==> src/rtl/utf8sd_pkg.sv <==
// ----------------------------------------------------------------------------
// utf8sd_pkg
// shared types and constants for the utf8 stream decoder
// ----------------------------------------------------------------------------
package utf8sd_pkg;

    localparam int unsigned POINT_W         = 21;
    localparam int unsigned JOB_POINTS      = 3;
    localparam int unsigned QUEUE_DEPTH_DEF = 2;

    localparam logic [POINT_W-1:0] REPL_POINT = 21'h00FFFD;

    // one input word
    typedef struct packed {
        logic [7:0] text_byte;
        logic       end_of_text;
    } text_word_t;

    // one output word
    typedef struct packed {
        logic [POINT_W-1:0] code_point;
        logic               final_point;
    } point_word_t;

    // code points produced by one input word
    typedef struct packed {
        logic [JOB_POINTS-1:0][POINT_W-1:0] pts;
        logic [1:0]                         cnt;
        logic                               last;
    } job_t;

    // queue status seen by the front and the back
    typedef struct packed {
        logic full;
        logic empty;
    } queue_status_t;

endpackage

==> src/rtl/utf8sd_front.sv <==
// ----------------------------------------------------------------------------
// utf8sd_front
// accepts text bytes, holds pending forms and builds decode jobs
// ----------------------------------------------------------------------------
module utf8sd_front (
    input  logic                       clk,
    input  logic                       rst_n,
    input  logic                       text_valid,
    output logic                       text_stall,
    input  utf8sd_pkg::text_word_t     text,
    input  utf8sd_pkg::queue_status_t  q_status,
    output logic                       push,
    output utf8sd_pkg::job_t           push_job
);
    import utf8sd_pkg::*;

    logic [7:0] held_reg  [3];
    logic [7:0] held_next [3];
    logic [1:0] count_reg, count_next;
    logic [2:0] need_reg, need_next;

    logic       accept;
    logic [7:0] b;
    logic       last;
    logic       complete;
    logic [2:0] blen;
    logic [2:0] rlen;
    logic [7:0] r0;

    function automatic logic [2:0] lead_len(input logic [7:0] x);
        logic [2:0] len;
        if (x[7] == 1'b0)
            len = 3'd1;
        else if ((x & 8'hE0) == 8'hC0)
            len = 3'd2;
        else if ((x & 8'hF0) == 8'hE0)
            len = 3'd3;
        else if ((x & 8'hF8) == 8'hF0)
            len = 3'd4;
        else
            len = 3'd0;
        return len;
    endfunction

    function automatic logic [POINT_W-1:0] single(input logic [7:0] x);
        return x[7] ? REPL_POINT : {13'd0, x};
    endfunction

    assign text_stall = q_status.full;
    assign accept     = text_valid && !text_stall;
    assign b          = text.text_byte;
    assign last       = text.end_of_text;
    assign complete   = (count_reg != 2'd0) && (({1'b0, count_reg} + 3'd1) == need_reg);
    assign blen       = lead_len(b);
    assign r0         = (count_reg == 2'd1) ? b : held_reg[1];
    assign rlen       = lead_len(r0);

    always_comb
    begin
        push           = 1'b0;
        push_job.pts   = '0;
        push_job.cnt   = 2'd1;
        push_job.last  = last;
        held_next[0]   = held_reg[0];
        held_next[1]   = held_reg[1];
        held_next[2]   = held_reg[2];
        count_next     = count_reg;
        need_next      = need_reg;
        if (accept)
        begin
            if (count_reg == 2'd0)
            begin
                if (blen == 3'd1)
                begin
                    push            = 1'b1;
                    push_job.pts[0] = {13'd0, b};
                end
                else if (blen == 3'd0 || last)
                begin
                    push            = 1'b1;
                    push_job.pts[0] = REPL_POINT;
                end
                else
                begin
                    held_next[0] = b;
                    count_next   = 2'd1;
                    need_next    = blen;
                end
            end
            else if (complete)
            begin
                push       = 1'b1;
                count_next = 2'd0;
                need_next  = 3'd0;
                case (need_reg)
                    3'd2:    push_job.pts[0] = {10'd0, held_reg[0][4:0], b[5:0]};
                    3'd3:    push_job.pts[0] = {5'd0, held_reg[0][3:0], held_reg[1][5:0],
                                                b[5:0]};
                    default: push_job.pts[0] = {held_reg[0][2:0], held_reg[1][5:0],
                                                held_reg[2][5:0], b[5:0]};
                endcase
            end
            else if (!last)
            begin
                // form still short: append this byte
                if (count_reg == 2'd1)
                    held_next[1] = b;
                else
                    held_next[2] = b;
                count_next = count_reg + 2'd1;
            end
            else
            begin
                // text ends inside a form: lead is replaced, the rest re-decoded
                push            = 1'b1;
                count_next      = 2'd0;
                need_next       = 3'd0;
                push_job.pts[0] = REPL_POINT;
                if (count_reg == 2'd1)
                begin
                    push_job.pts[1] = single(b);
                    push_job.cnt    = 2'd2;
                end
                else if (rlen == 3'd1)
                begin
                    push_job.pts[1] = {13'd0, r0};
                    push_job.pts[2] = single(b);
                    push_job.cnt    = 2'd3;
                end
                else if (rlen == 3'd2)
                begin
                    push_job.pts[1] = {10'd0, r0[4:0], b[5:0]};
                    push_job.cnt    = 2'd2;
                end
                else
                begin
                    push_job.pts[1] = REPL_POINT;
                    push_job.pts[2] = single(b);
                    push_job.cnt    = 2'd3;
                end
            end
        end
    end

    always_ff @(posedge clk or negedge rst_n)
    begin
        if (!rst_n)
        begin
            count_reg <= 2'd0;
            need_reg  <= 3'd0;
        end
        else
        begin
            count_reg <= count_next;
            need_reg  <= need_next;
        end
    end

    always_ff @(posedge clk)
    begin
        held_reg[0] <= held_next[0];
        held_reg[1] <= held_next[1];
        held_reg[2] <= held_next[2];
    end

    // a pending form is always shorter than its length
    a_held_short: assert property (@(posedge clk) disable iff (!rst_n)
        (count_reg != 2'd0) |-> (({1'b0, count_reg} < need_reg) && (need_reg <= 3'd4)))
        else $error("held count not below needed length");

    // idle front has no pending length
    a_idle_clear: assert property (@(posedge clk) disable iff (!rst_n)
        (count_reg == 2'd0) |-> (need_reg == 3'd0))
        else $error("needed length set while nothing held");

    // the end mark always leaves the front idle
    a_end_idle: assert property (@(posedge clk) disable iff (!rst_n)
        (accept && last) |=> (count_reg == 2'd0))
        else $error("state kept after end of text");

endmodule

==> src/rtl/utf8sd_queue.sv <==
// ----------------------------------------------------------------------------
// utf8sd_queue
// short job queue between front and back
// ----------------------------------------------------------------------------
module utf8sd_queue #(
    parameter int unsigned DEPTH = utf8sd_pkg::QUEUE_DEPTH_DEF
) (
    input  logic                       clk,
    input  logic                       rst_n,
    input  logic                       push,
    input  utf8sd_pkg::job_t           push_job,
    input  logic                       pop,
    output utf8sd_pkg::job_t           head_job,
    output utf8sd_pkg::queue_status_t  q_status
);
    import utf8sd_pkg::*;

    localparam int unsigned PTR_W = (DEPTH > 1) ? $clog2(DEPTH) : 1;
    localparam int unsigned CNT_W = $clog2(DEPTH + 1);

    job_t             slot_reg [DEPTH];
    logic [PTR_W-1:0] wr_ptr_reg, wr_ptr_next;
    logic [PTR_W-1:0] rd_ptr_reg, rd_ptr_next;
    logic [CNT_W-1:0] count_reg, count_next;
    logic             do_push, do_pop;

    assign q_status.full  = (count_reg == CNT_W'(DEPTH));
    assign q_status.empty = (count_reg == '0);
    assign do_push        = push && !q_status.full;
    assign do_pop         = pop && !q_status.empty;
    assign head_job       = slot_reg[rd_ptr_reg];

    always_comb
    begin
        wr_ptr_next = wr_ptr_reg;
        rd_ptr_next = rd_ptr_reg;
        count_next  = count_reg;
        if (do_push)
            wr_ptr_next = (wr_ptr_reg == PTR_W'(DEPTH - 1)) ? '0 : wr_ptr_reg + 1'b1;
        if (do_pop)
            rd_ptr_next = (rd_ptr_reg == PTR_W'(DEPTH - 1)) ? '0 : rd_ptr_reg + 1'b1;
        if (do_push && !do_pop)
            count_next = count_reg + 1'b1;
        else if (do_pop && !do_push)
            count_next = count_reg - 1'b1;
    end

    always_ff @(posedge clk or negedge rst_n)
    begin
        if (!rst_n)
        begin
            wr_ptr_reg <= '0;
            rd_ptr_reg <= '0;
            count_reg  <= '0;
        end
        else
        begin
            wr_ptr_reg <= wr_ptr_next;
            rd_ptr_reg <= rd_ptr_next;
            count_reg  <= count_next;
        end
    end

    always_ff @(posedge clk)
    begin
        if (do_push)
            slot_reg[wr_ptr_reg] <= push_job;
    end

    // front never pushes into a full queue
    a_no_overflow: assert property (@(posedge clk) disable iff (!rst_n)
        push |-> !q_status.full)
        else $error("push into full queue");

endmodule

==> src/rtl/utf8sd_back.sv <==
// ----------------------------------------------------------------------------
// utf8sd_back
// takes decode jobs and hands out their code points one word at a time
// ----------------------------------------------------------------------------
module utf8sd_back (
    input  logic                       clk,
    input  logic                       rst_n,
    input  utf8sd_pkg::job_t           head_job,
    input  utf8sd_pkg::queue_status_t  q_status,
    output logic                       pop,
    output logic                       point_valid,
    input  logic                       point_stall,
    output utf8sd_pkg::point_word_t    point
);
    import utf8sd_pkg::*;

    job_t       cur_reg, cur_next;
    logic       cur_valid_reg, cur_valid_next;
    logic [1:0] idx_reg, idx_next;
    logic       take, last_one, load;

    assign take     = cur_valid_reg && !point_stall;
    assign last_one = (idx_reg == (cur_reg.cnt - 2'd1));
    assign load     = !cur_valid_reg || (take && last_one);
    assign pop      = load && !q_status.empty;

    assign point_valid = cur_valid_reg;

    always_comb
    begin
        point.final_point = cur_reg.last && last_one;
        case (idx_reg)
            2'd0:    point.code_point = cur_reg.pts[0];
            2'd1:    point.code_point = cur_reg.pts[1];
            default: point.code_point = cur_reg.pts[2];
        endcase
    end

    always_comb
    begin
        cur_next       = cur_reg;
        cur_valid_next = cur_valid_reg;
        idx_next       = idx_reg;
        if (take && !last_one)
            idx_next = idx_reg + 2'd1;
        else if (load)
        begin
            cur_valid_next = !q_status.empty;
            cur_next       = head_job;
            idx_next       = 2'd0;
        end
    end

    always_ff @(posedge clk or negedge rst_n)
    begin
        if (!rst_n)
        begin
            cur_valid_reg <= 1'b0;
            idx_reg       <= 2'd0;
        end
        else
        begin
            cur_valid_reg <= cur_valid_next;
            idx_reg       <= idx_next;
        end
    end

    always_ff @(posedge clk)
    begin
        cur_reg <= cur_next;
    end

    // the point index stays inside the job
    a_idx_range: assert property (@(posedge clk) disable iff (!rst_n)
        cur_valid_reg |-> ((cur_reg.cnt != 2'd0) && (idx_reg < cur_reg.cnt)))
        else $error("point index outside job");

endmodule

==> src/rtl/utf8_stream_decoder.sv <==
// ----------------------------------------------------------------------------
// utf8_stream_decoder
// byte-serial utf8 decoder: text bytes in, code points out
//
// One text byte enters per word on the text channel, with end_of_text on the
// final byte of a text; decoded code points leave one per word on the point
// channel, final_point marking the last point of a text. Bytes below 0x80
// pass through; two, three and four byte forms are held until complete and
// then assembled without checking the following bytes, so overlong forms and
// surrogates come out as they are. A bad lead gives 0xFFFD for one byte. If a
// text ends inside a form, the lead gives 0xFFFD and the held bytes plus the
// final byte are decoded again, so one word can give up to three points.
// The front takes one word per cycle whenever the job queue has room; a byte
// that only extends a pending form gives no point. The back hands out one
// point per cycle while point_stall is low, so a word that ends a text
// inside a form holds the output for each of its points; the queue of
// QUEUE_DEPTH jobs between the two lets the input keep flowing while the
// output is stalled, until it fills. Jobs are registered in the queue, then the back.
// ----------------------------------------------------------------------------
module utf8_stream_decoder #(
    parameter int unsigned QUEUE_DEPTH = utf8sd_pkg::QUEUE_DEPTH_DEF
) (
    input  logic                     clk,
    input  logic                     rst_n,
    input  logic                     text_valid,
    output logic                     text_stall,
    input  utf8sd_pkg::text_word_t   text,
    output logic                     point_valid,
    input  logic                     point_stall,
    output utf8sd_pkg::point_word_t  point
);
    import utf8sd_pkg::*;

    // front to queue
    logic          push;
    job_t          push_job;
    // queue to back
    logic          pop;
    job_t          head_job;
    // status shared by both sides
    queue_status_t q_status;

    // front: accepts bytes, tracks the pending form, builds one job per result
    utf8sd_front u_front (
        .clk        (clk),
        .rst_n      (rst_n),
        .text_valid (text_valid),
        .text_stall (text_stall),
        .text       (text),
        .q_status   (q_status),
        .push       (push),
        .push_job   (push_job)
    );

    // queue: decouples the input stall from the output stall
    utf8sd_queue #(
        .DEPTH (QUEUE_DEPTH)
    ) u_queue (
        .clk      (clk),
        .rst_n    (rst_n),
        .push     (push),
        .push_job (push_job),
        .pop      (pop),
        .head_job (head_job),
        .q_status (q_status)
    );

    // back: registered output, walks the points of each job
    utf8sd_back u_back (
        .clk         (clk),
        .rst_n       (rst_n),
        .head_job    (head_job),
        .q_status    (q_status),
        .pop         (pop),
        .point_valid (point_valid),
        .point_stall (point_stall),
        .point       (point)
    );

endmodule

==> config.mk <==
export PLATFORM = sky130hd
export DESIGN_NAME = utf8_stream_decoder
export DESIGN_NICKNAME = d
export VERILOG_FILES = /design/src/rtl/utf8sd_pkg.sv /design/src/rtl/utf8sd_front.sv /design/src/rtl/utf8sd_queue.sv /design/src/rtl/utf8sd_back.sv /design/src/rtl/utf8_stream_decoder.sv
export SDC_FILE = /design/constraint.sdc
export NUM_CORES = 1
export LEC_CHECK = 0
export ABC_AREA = 0
export BUFFER_PORTS_ARGS = -buffer_cell sky130_fd_sc_hd__buf_2
export CORE_MARGIN = 2
export CORE_UTILIZATION = 61
export DETAILED_ROUTE_END_ITERATION = 12
export HOLD_SLACK_MARGIN = 0.12
export PLACE_DENSITY = 0.8
export RECOVER_POWER = 50
export SLEW_MARGIN = 20
export SYNTH_ARGS = -nofsm -noshare
export SYNTH_HDL_FRONTEND = slang
export SYNTH_SLANG_ARGS = --single-unit
export TNS_END_PERCENT = 5
==> constraint.sdc <==
create_clock -name clk -period 5.88 [get_ports clk]
set_clock_uncertainty 0.15 [all_clocks]
set_input_delay 1.176 -clock clk [delete_from_list [all_inputs] [get_ports clk]]
set_output_delay 1.176 -clock clk [all_outputs]
set_load 0.02 [all_outputs]
Word level (Yosys, flattened, before mapping)
Memory sizes are Yosys's and may differ from the RTL's. A register that Yosys moved wholly into a read port is not among the register bits.
Cells that the tools add are included.
- add/subtract/negate cells: 8
- eq/ne operators: 18
- muxes and demuxes: 62
- bitwise gates (word level): 1
- reduce and logical (&&, ||, !) cells: 31
- operators with widths (operator ; number):
    2-to-1 mux 65 bit ; 2
    2-to-1 mux 21 bit ; 6
    2-to-1 mux 42 bit ; 3
    2-to-1 mux 16 bit ; 6
    one-hot mux 21 bit (2 select lines) ; 2
    2-to-1 mux 8 bit ; 5
    2-to-1 mux 3 bit ; 13
    2-to-1 mux 2 bit ; 13
    2-to-1 mux 24 bit ; 1
    logical AND 1 bit ; 11
    2-to-1 mux 1 bit ; 11
    == test 5 bit, second input constant ; 2
    == test 3 x 2 -> 1 bit, second input constant ; 3
    == test 4 bit, second input constant ; 2
    logical NOT 1 bit ; 7
    adder 2 x 1 -> 2 bit, second input constant ; 3
    == test 3 x 1 -> 1 bit, second input constant ; 2
    == test 3 bit, second input constant ; 2
    logical NOT 2 bit ; 3
    nonzero test 2 bit ; 3
    == test 2 x 1 -> 1 bit, second input constant ; 2
    != test 2 bit, second input constant ; 2
    AND reduction 4 bit ; 1
    subtractor 2 x 1 -> 2 bit, second input constant ; 2
    other kinds (11) ; 13
- bits in registers: 12
- memory bits (writable): 156
- input bits: 13
- word-level logic and storage cells: 129
- memories kept: 2
- memories (memory ; depth ; bits a word ; rd ports ; clocked after Yosys merged registers in ; wr ports ; RTL line ; RTL):
    u_queue.slot_reg ; 2 ; 66 ; 1 ; 1 ; 1 ; utf8sd_queue.sv:21 ; job_t slot_reg [DEPTH];
    u_front.held_reg ; 3 ; 8 ; 3 ; 0 ; 3 ; utf8sd_front.sv:17 ; logic [7:0] held_reg [3];

Depth between registers and ports, before layout
Gate-level depths: netlist (run 1).
- depth after elaboration: 16
- mapped depth: 9

By module
From an unflattened synthesis (run 1), not the netlist that was laid out.
- cells, all modules: 609
- area, all modules: 9567.9 sq um
- modules (own cells, without submodules) (module ; instances ; cells an instance ; area each (sq um)):
    utf8sd_queue ; 1 ; 224 ; 5072.4
    utf8sd_back ; 1 ; 160 ; 2553.7
    utf8sd_front ; 1 ; 225 ; 1941.9

Worst setup path after synthesis (run 1)
Ideal clock, no wire load.
- path kind: input to register
- from: in text[0] (netlist name)
- to: mem u_queue.slot_reg[0][0] (netlist name), enable pin
- setup time: 451 ps
- arrival: 4079 ps
- slack: 1200 ps
- cell stages on the path: 5
- buffers on the path: 1
- cell sequence: clkbuf_1 nand3b_1 nor2_1 a221oi_4 nor2b_1
- word-level cells in the longest chain between the ends: 8
- elaborated cells on any way between the ends: 10
- those cells by class: 8 x mux; 2 x reduce/logical
- ends and longest elaborated chain (what ; RTL line ; RTL):
    start, declared ; utf8_stream_decoder.sv:27 ; input utf8sd_pkg::text_word_t text,
    logical OR 1 bit ; utf8sd_front.sv:78 ; else if (blen == 3'd0 || last)
    2-to-1 mux 1 bit ; utf8sd_front.sv:78 ;
    2-to-1 mux 1 bit ; utf8sd_front.sv:73 ; if (blen == 3'd1)
    2-to-1 mux 1 bit * ; utf8sd_front.sv:71 ; if (count_reg == 2'd0)
    2-to-1 mux 1 bit * ; utf8sd_front.sv:69 ; if (accept)
    logical AND 1 bit * ; utf8sd_queue.sv:29 ; assign do_push = push && !q_status.full;
    named net u_queue.do_push ; utf8sd_queue.sv:25 ; logic do_push, do_pop;
    2-to-1 mux 1 bit * ; utf8sd_queue.sv:66 ; if (do_push)
    2-to-1 mux 1 bit (not written as such) * ; utf8sd_queue.sv:67 ; slot_reg[wr_ptr_reg] <= push_job;
    end, declared ; utf8sd_queue.sv:21 ;
Mark *: on every way through the listed nets, which the timed path passes. The rest lies on a longest branch.

Worst setup path after layout (run 1)
- from: reg u_front.count_reg[0]
- to: mem u_queue.slot_reg[0][25] (netlist name), enable pin
- word-level cells in the longest chain between the ends: 9
- elaborated cells on any way between the ends: 11
- those cells by class: 1 x add/sub; 1 x eq/ne; 5 x mux; 4 x reduce/logical
- ends and longest elaborated chain (what ; RTL line ; RTL):
    start, declared ; utf8sd_front.sv:19 ; logic [1:0] count_reg, count_next;
    start signal, assigned ; utf8sd_front.sv:154 ; count_reg <= count_next;
    adder 2 x 1 -> 3 bit ; utf8sd_front.sv:53 ; assign complete = (count_reg != 2'd0) && (({1'b0, count_reg} + 3'd1) == need_reg);
    == test 3 bit ; utf8sd_front.sv:53 ;
    logical AND 1 bit ; utf8sd_front.sv:53 ;
    2-to-1 mux 1 bit ; utf8sd_front.sv:90 ; else if (complete)
    2-to-1 mux 1 bit * ; utf8sd_front.sv:71 ;
    2-to-1 mux 1 bit * ; utf8sd_front.sv:69 ;
    logical AND 1 bit * ; utf8sd_queue.sv:29 ;
    named net u_queue.do_push ; utf8sd_queue.sv:25 ;
    2-to-1 mux 1 bit * ; utf8sd_queue.sv:66 ;
    2-to-1 mux 1 bit (not written as such) * ; utf8sd_queue.sv:67 ;
Marks and branches as above.

==> run_results.csv, run 1 <==
group,metric,value,unit
pwr,clkPwrFrac,0.235,
worst_setup_path,cp_top_family,"simple AND/OR/NAND/NOR gates",
pwr,intPower,0.002881,W
grt,grtUsageTotal,0.2403,
die,die_w,110.3,µm
die,die_area,0.01216,mm²
worst_setup_path,slowest_stage,"a221oi_1",
worst_setup_path,reg2reg_from,"u_front.count_reg[0]",
place,placement.io_buffers,36,
clock_network,cts_buffers,17,
clock_network,cts_sinks,163,
timing,period_minus_slack,4.529,ns
die,boundaryPins,37,
timing,tns,0,ns
detailed_routing,drt-initial-drc-count,314,
detailed_routing,dr.pass1.iters,5,
synthesis,ys_seq_elements,163,
worst_hold_path,whs_endpoint,"u_queue.count_reg[1]",
pwr,powerDensity,573.0,mW/mm²
synthesis,seq_area_frac_synth,0.7020,
worst_setup_path,start_kind,"register",
status,status,"complete, but fails checks",
detailed_routing,wire_per_inst,20.29,µm
worst_setup_path,crit_type,"reg -> reg",
flow_run,maxCapViolCount,1,
grt,grt_pass1_vias,3872,
timing,period_share,0.7702,
pwr,leakagePower,2.781,nW
worst_setup_path,critical_path.max_fanout,30,
timing,fin_ws,1.351,ns
synthesis,synthTopCellsByArea,"edfxtp_1, mux2_2, dfrtp_1",
synthesis,synthCells,464,
synthesis,synth-async-reset-ratio,0.07362,
cells_and_area,final_cell_mix,"edfxtp_1, mux2_2, nor2_1",
place,dp_cells,623,
worst_hold_path,hold_start,"u_queue.count_reg[1]",
clock_network,clkTransAtPathRegs,0.06,ns
worst_hold_path,hold_class,"reg -> reg",
pwr,p_sw,0.001533,W
synthesis,synth_top_area_frac,0.6584,
cells_and_area,largest_register_ffs,88,
status,violations,"max-capacitance violations, max-slew violations",
synthesis,synth_edf_count,151,
synthesis,yosysWarnings,0,
synthesis,synth.distinct_cells,47,
timing,rsz0062_at_grt,"false",
synthesis,synth_area_leader_cell,"edfxtp_1",
worst_setup_path,reg2reg_to,"u_queue.slot_reg[0][25]",
place,preCtsSetupSlack,1.914,ns
worst_setup_path,endpoint_kind,"register",
clock_network,ctsResizeCount,0,
timing,max_freq,0.2208,GHz
die,die_y,110.3,µm
clock_network,post_cts_buffers,0,
die,rows,38,
grt,grt_max_degree,46,
timing,hold_viol,0,
clock_network,cts_buffer_depth,2,
detailed_routing,route.vias.total,3987,
pwr,p_sw_frac,0.3474,
grt,grt_antenna_before_repair,0,
place,hpwl,8.508,mm
detailed_routing,drc_errors,0,
worst_setup_path,worstPathRequired,5.84,ns
timing,finalSetupViolCount,0,
clock_network,root_buffer,"clkbuf_16",
detailed_routing,final_antenna_net_count,0,
worst_setup_path,ff2ff_path_depth,7,
timing,slew_headroom,-0.2701,
synthesis,ys.flop_type,"edfxtp_1",
cells_and_area,nFillCells,694,
worst_setup_path,critical_path_buf_inv_count,2,
synthesis,avgSynthCellArea,14.84,µm²
place,gp_congestion,0.9078,
cells_and_area,diodes,0,
worst_setup_path,critPathMaxStageDelay,1.15,ns
worst_hold_path,hold_path_depth,1,
cells_and_area,layout-drive-gt1-share,0.2117,
clock_network,htree_levels,4,
cells_and_area,mostFrequentLayoutCell,"edfxtp_1",
timing,drv_slew,46,
grt,overflow,0,
worst_setup_path,r2r_slack,1.35,ns
pwr,p_comb_frac,0.323,
worst_setup_path,path_cells,"inv_1, ha_1, xor2_1, or3_1, a221oi_1, nor2b_4, buf_4",
cells_and_area,final_cells,655,
synthesis,syn_nets,483,
cells_and_area,finalNetCount,521,
timing,tightest_slew,1.905,ns
die,coreArea,0.01094,mm²
worst_setup_path,crit_arrival,4.49,ns
clock_network,cts_hold_buf,0,
clock_network,clk_latency,0.42,ns
pwr,pwr-share-seq,0.442,
detailed_routing,wl,13.29,mm
cells_and_area,areaGrowthSynthToFinish,11.86,%
detailed_routing,vias_per_cell,6.087,
timing,whs,0.3430,ns
synthesis,synthesis.area,0.006887,mm²
cells_and_area,utilization,0.7045,
die,start_util,0.6297,
pwr,peakVddDrop,362.2,µV
grt,grt_pass1_wl,21.04,mm
clock_network,cts_tree,"done",
-- worst max-delay path by stage --
stage / end / depth (start not counted) / from / slack, ns
finish: u_queue.slot_reg[0][25] / 7 / u_front.count_reg[0] / 1.35
global route: u_queue.slot_reg[0][25] / 7 / u_front.count_reg[0] / 1.06
CTS: point[15] / 8 / u_back.idx_reg[0] / 1.84
detailed placement: u_queue.slot_reg[0][5] / 6 / text[5] / 1.91
global placement: u_queue.slot_reg[0][7] / 6 / text[5] / 2.01
floorplan: u_queue.slot_reg[0][0] / 5 / text[0] / 1.20
-- layout make-up --
type,count,area (µm²),area share
clock inverter,15,133.9,0.01738
multi-input combinational,266,1889,0.2452
clock buffer,17,425.4,0.05522
sequential,163,4835,0.6276
tap,140,175.2,0.02274
inverter,14,52.55,0.006822
timing repair buffer,40,192.7,0.02501
-- cells in the mapped netlist, types with 2 or more instances --
master    count
a22o_1        3
o32ai_1       4
a221o_1       6
buf_6         2
a21o_1        7
xor2_1        6
a211oi_1      2
o21a_1        6
a21oi_1      15
nor2b_1       4
nor4_2        2
nand2_1      35
nor2_1       38
and2_1       14
mux2i_1       6
nand2b_1      5
o21ai_0      17
edfxtp_1    151
mux2_2       51
nand4_1       3
inv_1        14
nand3b_1      3
ha_1          6
o41ai_1       2
a31oi_1       2
a22oi_1       7
xnor2_1       3
dfrtp_1      12
clkbuf_1     18
nand3_1       3
-- per-stage QoR --
stage / cell area [µm²] / power (W)
after global routing: 7704 / 0.004649
after floorplan: 6887 / 0.002988
after detailed placement: 7193 / 0.003401
final: 7704 / 0.004414
after global placement: 7193 / 0.003342
after CTS: 7752 / 0.004447
-- power by group through the flow --
stage                     registers (W)  clock network (W)  logic, W
after floorplan                 0.00187                  0   0.00112
after global placement          0.00195                  0   0.00139
after detailed placement        0.00197                  0   0.00143
after CTS                       0.00195            0.00105   0.00145
after global routing            0.00199            0.00109   0.00156
final                           0.00195            0.00104   0.00142
-- kinds of logic (layout without fill, tap and decap cells) --
kind of cell,Yosys count,count (layout),share of synthesized area
xor+xnor,9,9,0.01145
mux,57,57,0.09212
fa+ha+maj,6,6,0.01090
simple gates,116,116,0.08194
buf+inv,35,86,0.02126
flops,163,163,0.7020
compound gates,78,78,0.08031
-- per-layer routing --
layer | share of wire | global-route usage
met1 | 0.43 | 0.3339
met2 | 0.48 | 0.3755
met3 | 0.059 | 0.05467
met4 | 0.023 | 0.09018
met5 | 0 | 0
Power figures use the tool's default switching activity.
==> run 2: changes to the inputs <==
Settings changed: CORE_UTILIZATION 61 to 55, PLACE_DENSITY 0.8 to 0.76.
Clock period 5.88 ns to 4.02 ns, I/O delays scaled along.
==> run_results.csv, run 2 (synthesized netlist as in run 1, its figures left out) <==
group,metric,value,unit
status,status,"complete, but fails checks",
status,violations,"max-capacitance violations, max-slew violations",
pwr,peakVddDrop,355.2,µV
timing,finalSetupViolCount,0,
cells_and_area,finalNetCount,527,
worst_setup_path,reg2reg_from,"u_front.count_reg[0]",
clock_network,clk_latency,0.42,ns
detailed_routing,vias_per_cell,5.802,
timing,rsz0062_at_grt,"false",
place,hpwl,8.660,mm
cells_and_area,largest_register_ffs,88,
grt,grt_pass1_wl,21.27,mm
flow_run,maxCapViolCount,1,
die,die_w,115.9,µm
worst_hold_path,hold_class,"reg -> reg",
timing,slew_headroom,-0.2799,
grt,grt_pass1_vias,3970,
cells_and_area,layout-drive-gt1-share,0.2135,
clock_network,root_buffer,"clkbuf_16",
pwr,leakagePower,2.842,nW
clock_network,cts_sinks,163,
worst_setup_path,critical_path.max_fanout,31,
cells_and_area,nFillCells,887,
grt,grt_antenna_before_repair,0,
place,preCtsSetupSlack,0.6981,ns
timing,drv_slew,46,
cells_and_area,diodes,0,
worst_hold_path,hold_start,"u_queue.count_reg[1]",
cells_and_area,areaGrowthSynthToFinish,14.24,%
die,coreArea,0.01211,mm²
die,die_y,115.9,µm
die,boundaryPins,37,
worst_setup_path,critPathMaxStageDelay,0.65,ns
timing,tns,0,ns
cells_and_area,mostFrequentLayoutCell,"edfxtp_1",
clock_network,clkTransAtPathRegs,0.06,ns
cells_and_area,final_cell_mix,"edfxtp_1, mux2_2, nor2_1",
timing,hold_viol,0,
worst_setup_path,start_kind,"register",
clock_network,cts_tree,"done",
worst_setup_path,path_cells,"inv_1, ha_1, xor2_1, or3_1, a221oi_4, and2_2, buf_12",
detailed_routing,drt-initial-drc-count,319,
die,rows,40,
worst_setup_path,endpoint_kind,"register",
detailed_routing,wire_per_inst,19.47,µm
place,gp_congestion,0.9405,
worst_setup_path,startpoint,"u_front.count_reg[0]",
timing,tightest_slew,1.920,ns
detailed_routing,drc_errors,0,
clock_network,htree_levels,4,
timing,fin_ws,0.5455,ns
die,start_util,0.5686,
worst_setup_path,r2r_slack,0.55,ns
detailed_routing,final_antenna_net_count,0,
worst_setup_path,crit_arrival,3.44,ns
grt,grtUsageTotal,0.2185,
detailed_routing,route.vias.total,3992,
timing,max_freq,0.2878,GHz
pwr,powerDensity,851.0,mW/mm²
timing,period_minus_slack,3.475,ns
timing,period_share,0.8643,
grt,overflow,0,
worst_setup_path,crit_type,"reg -> reg",
die,die_area,0.01343,mm²
clock_network,post_cts_buffers,0,
worst_setup_path,slowest_stage,"a221oi_4",
detailed_routing,wl,13.40,mm
clock_network,cts_buffers,17,
grt,grt_max_degree,46,
clock_network,cts_buffer_depth,2,
place,placement.io_buffers,36,
detailed_routing,dr.pass1.iters,5,
worst_setup_path,worstPathRequired,3.98,ns
run 2: cell types whose count changed in the layout (fill, tap and decap cells not counted), sizes merged:
cell         before  now
bufinv            1    5
buf              28   32
inv              18   14
clkinvlp          3    2
dlygate4sd3       0    1
clkinv            7    3
clkbuf           29   34
run 2: layout make-up:
cell class	count	area [µm²]	share of cell area
Multi-Input combinational cell	266	1899	0.2414
Timing Repair Buffer	46	247.7	0.03149
Inverter	14	52.55	0.006679
Sequential cell	163	4835	0.6145
Tap cell	168	210.2	0.02672
Clock inverter	10	182.7	0.02322
Clock buffer	21	440.4	0.05598
run 2: timing repair:
item	4_1_cts	5_1_grt
hold endpoints to repair	12	0
resized for setup	0	0
hold buffers	1	0
run 2: layer usage:
metal / GRT usage / vias up / part of all wire
li1: - / 1845 / -
met1: 0.2831 / 1941 / 0.42
met2: 0.3446 / 181 / 0.49
met3: 0.06224 / 25 / 0.068
met4: 0.1024 / 0 / 0.030
met5: 0 / - / 0
run 2: path summary, 6_finish.rpt:
path,endpoint,depth (start not counted)
setup / recovery,u_queue.slot_reg[1][45],7
hold / removal,u_queue.count_reg[1],1
setup reg to reg,u_queue.slot_reg[1][45],7
hold reg to reg,u_queue.count_reg[1],1
max in group asynchronous,u_queue.wr_ptr_reg,2
min in group asynchronous,u_front.need_reg[1],2
run 2: power breakdown:
| group | leakage [nW] | switching [W] | total (W) | internal, W |
|---|---|---|---|---|
| clock network | 0.295 | 0.000608 | 0.00170 | 0.00110 |
| registers | 1.55 | 0.000296 | 0.00286 | 0.00256 |
| logic | 1.00 | 0.00131 | 0.00214 | 0.000829 |
| total | 2.84 | 0.00221 | 0.00670 | 0.00449 |
run 2: stage by stage:
stage | std cells | total power (W) | utilization | cell area, µm² | hold WS (ns)
after global placement | 656 | 0.004939 | 0.6009 | 7278 | 0.3316
final | 688 | 0.006696 | 0.6496 | 7868 | 0.3420
after detailed placement | 656 | 0.005029 | 0.6009 | 7278 | 0.3371
after global routing | 688 | 0.007035 | 0.6496 | 7868 | 0.3795
after CTS | 688 | 0.006753 | 0.6532 | 7911 | 0.3487
after floorplan | 464 | 0.004368 | - | 6889 | 0.3144
run 2: worst max-delay path, delay by kind of cell (launching register included):
kind | cells | cell delay [ns]
simple gates | 2 | 1.03
compound gates | 1 | 0.65
flops | 1 | 0.48
buf+inv | 2 | 0.33
fa+ha+maj | 1 | 0.33
xor+xnor | 1 | 0.16
==> run 3: changes to the inputs <==
Settings changed: CORE_UTILIZATION 55 to 61, PLACE_DENSITY 0.76 to 0.8.
Clock period 4.02 ns to 3.5 ns, I/O delays scaled along.
==> run_results.csv, run 3 (synthesized netlist as in run 1, its figures left out) <==
group,metric,value,unit
status,status,"finished clean",
cells_and_area,final_cell_mix,"edfxtp_1, mux2_2, nor2_1",
pwr,peakVddDrop,602.3,µV
timing,hold_viol,0,
clock_network,cts_sinks,163,
grt,grt_pass1_vias,3992,
timing,whs,0.3511,ns
cells_and_area,finalNetCount,532,
cells_and_area,mostFrequentLayoutCell,"edfxtp_1",
cells_and_area,nFillCells,706,
timing,rsz0062_at_grt,"false",
grt,grt_antenna_before_repair,0,
detailed_routing,drc_errors,0,
grt,overflow,0,
timing,drv_slew,0,
clock_network,htree_levels,4,
timing,finalSetupViolCount,0,
worst_hold_path,hold_class,"reg -> reg",
timing,tightest_slew,1.227,ns
cells_and_area,diodes,0,
die,boundaryPins,37,
worst_setup_path,critical_path.max_fanout,26,
place,place_area,0.007279,mm²
place,placement.io_buffers,36,
pwr,leakagePower,2.873,nW
die,start_util,0.6297,
clock_network,clk_latency,0.43,ns
die,die_w,110.3,µm
flow_run,maxCapViolCount,0,
die,coreArea,0.01094,mm²
die,rows,38,
detailed_routing,wl,13.91,mm
detailed_routing,vias_per_cell,6.117,
detailed_routing,wire_per_inst,20.89,µm
worst_setup_path,worstPathRequired,3.43,ns
die,die_area,0.01216,mm²
die,die_y,110.3,µm
place,gp_congestion,0.8933,
detailed_routing,dr.pass1.iters,5,
clock_network,cts_tree,"done",
worst_setup_path,r2r_slack,0.31,ns
worst_setup_path,start_kind,"register",
cells_and_area,areaGrowthSynthToFinish,13.84,%
grt,grtUsageTotal,0.2475,
cells_and_area,final_cells,666,
detailed_routing,drt-initial-drc-count,418,
timing,slew_headroom,0.1818,
timing,max_freq,0.3137,GHz
place,hpwl,8.796,mm
cells_and_area,seqCellArea,0.004835,mm²
clock_network,cts_buffers,17,
pwr,powerDensity,975.0,mW/mm²
clock_network,post_cts_buffers,0,
clock_network,cts_buffer_depth,2,
place,dp_cells,633,
cells_and_area,multiInputGateArea,0.001879,mm²
grt,grt_pass1_wl,21.50,mm
worst_setup_path,crit_type,"reg -> reg",
cells_and_area,layout-drive-gt1-share,0.2205,
clock_network,root_buffer,"clkbuf_16",
cells_and_area,largest_register_ffs,88,
worst_setup_path,critPathMaxStageDelay,0.53,ns
cells_and_area,final_area,0.007840,mm²
detailed_routing,route.vias.total,4074,
worst_setup_path,endpoint_kind,"register",
timing,tns,0,ns
clock_network,clkTransAtPathRegs,0.06,ns
timing,period_share,0.9107,
timing,period_minus_slack,3.188,ns
detailed_routing,final_antenna_net_count,0,
grt,grt_max_degree,46,
worst_setup_path,slowest_stage,"or3_1",
worst_setup_path,crit_arrival,3.12,ns
worst_setup_path,path_cells,"inv_1, ha_1, xor2_1, or3_1, a221oi_1, and2_2, buf_4",
## run 3: cell count changes in the layout (fill, tap and decap cells not counted), moves of 2 or more
cell,previous run,this run
bufinv_16,5,0
buf_4,5,10
clkbuf_16,17,22
clkbuf_8,0,3
inv_4,0,2
## run 3: metrics by stage
| step | total power (W) | setup WS, ns | utilization |
|---|---|---|---|
| after floorplan | 0.005020 | 0.01301 | - |
| after global placement | 0.005704 | 0.7512 | 0.6657 |
| final | 0.007644 | 0.3124 | 0.7169 |
| after global routing | 0.008018 | 0.1337 | 0.7169 |
| after CTS | 0.007741 | 0.2949 | 0.7240 |
| after detailed placement | 0.005828 | 0.6359 | 0.6657 |
## run 3: critical path, delay by kind of cell (launching register included)
family	cells	cell delay [ns]
AOI/OAI and AO/OA	1	0.51
xor gates and xnor gates	1	0.17
adders and majority gates	1	0.33
buffers and inverters	2	0.41
DFF	1	0.49
and+or+nand+nor	2	0.76
## run 3: what timing repair did
item | in CTS | in global routing
gates resized for setup | 0 | 0
hold buffers | 1 | 0
hold endpoints to repair | 12 | 0
endpoints found under the setup margin | 0 | 0
## run 3: routing by layer
layer  vias up  part of all wire  global-route usage
li1       1842                 -                   -
met4         0             0.019             0.09732
met2       170              0.51              0.4132
met1      2036              0.40              0.3169
met5         -                 0                   0
met3        26             0.067             0.05703
## run 3: final timing paths
path,from,endpoint,depth (start not counted)
setup / recovery,u_front.count_reg[0],u_queue.slot_reg[1][32],7
hold / removal,u_queue.count_reg[1],u_queue.count_reg[1],1
setup reg to reg,u_front.count_reg[0],u_queue.slot_reg[1][32],7
hold reg to reg,u_queue.count_reg[1],u_queue.count_reg[1],1
max in group asynchronous,rst_n,u_queue.wr_ptr_reg,2
min in group asynchronous,rst_n,u_front.need_reg[0],2
## run 3: power by group
part           switching (W)  internal (W)
sequential          0.000221       0.00295
combinational        0.00163      0.000952
clock               0.000715       0.00118
total                0.00257       0.00508
## run 3: cell type report
| type | instances | area share |
|---|---|---|
| Clock buffer | 28 | 0.07692 |
| Timing Repair Buffer | 51 | 0.03447 |
| Tap cell | 140 | 0.02234 |
| Clock inverter | 4 | 0.003192 |
| Sequential cell | 163 | 0.6167 |
| Multi-Input combinational cell | 266 | 0.2397 |
| Inverter | 14 | 0.006703 |
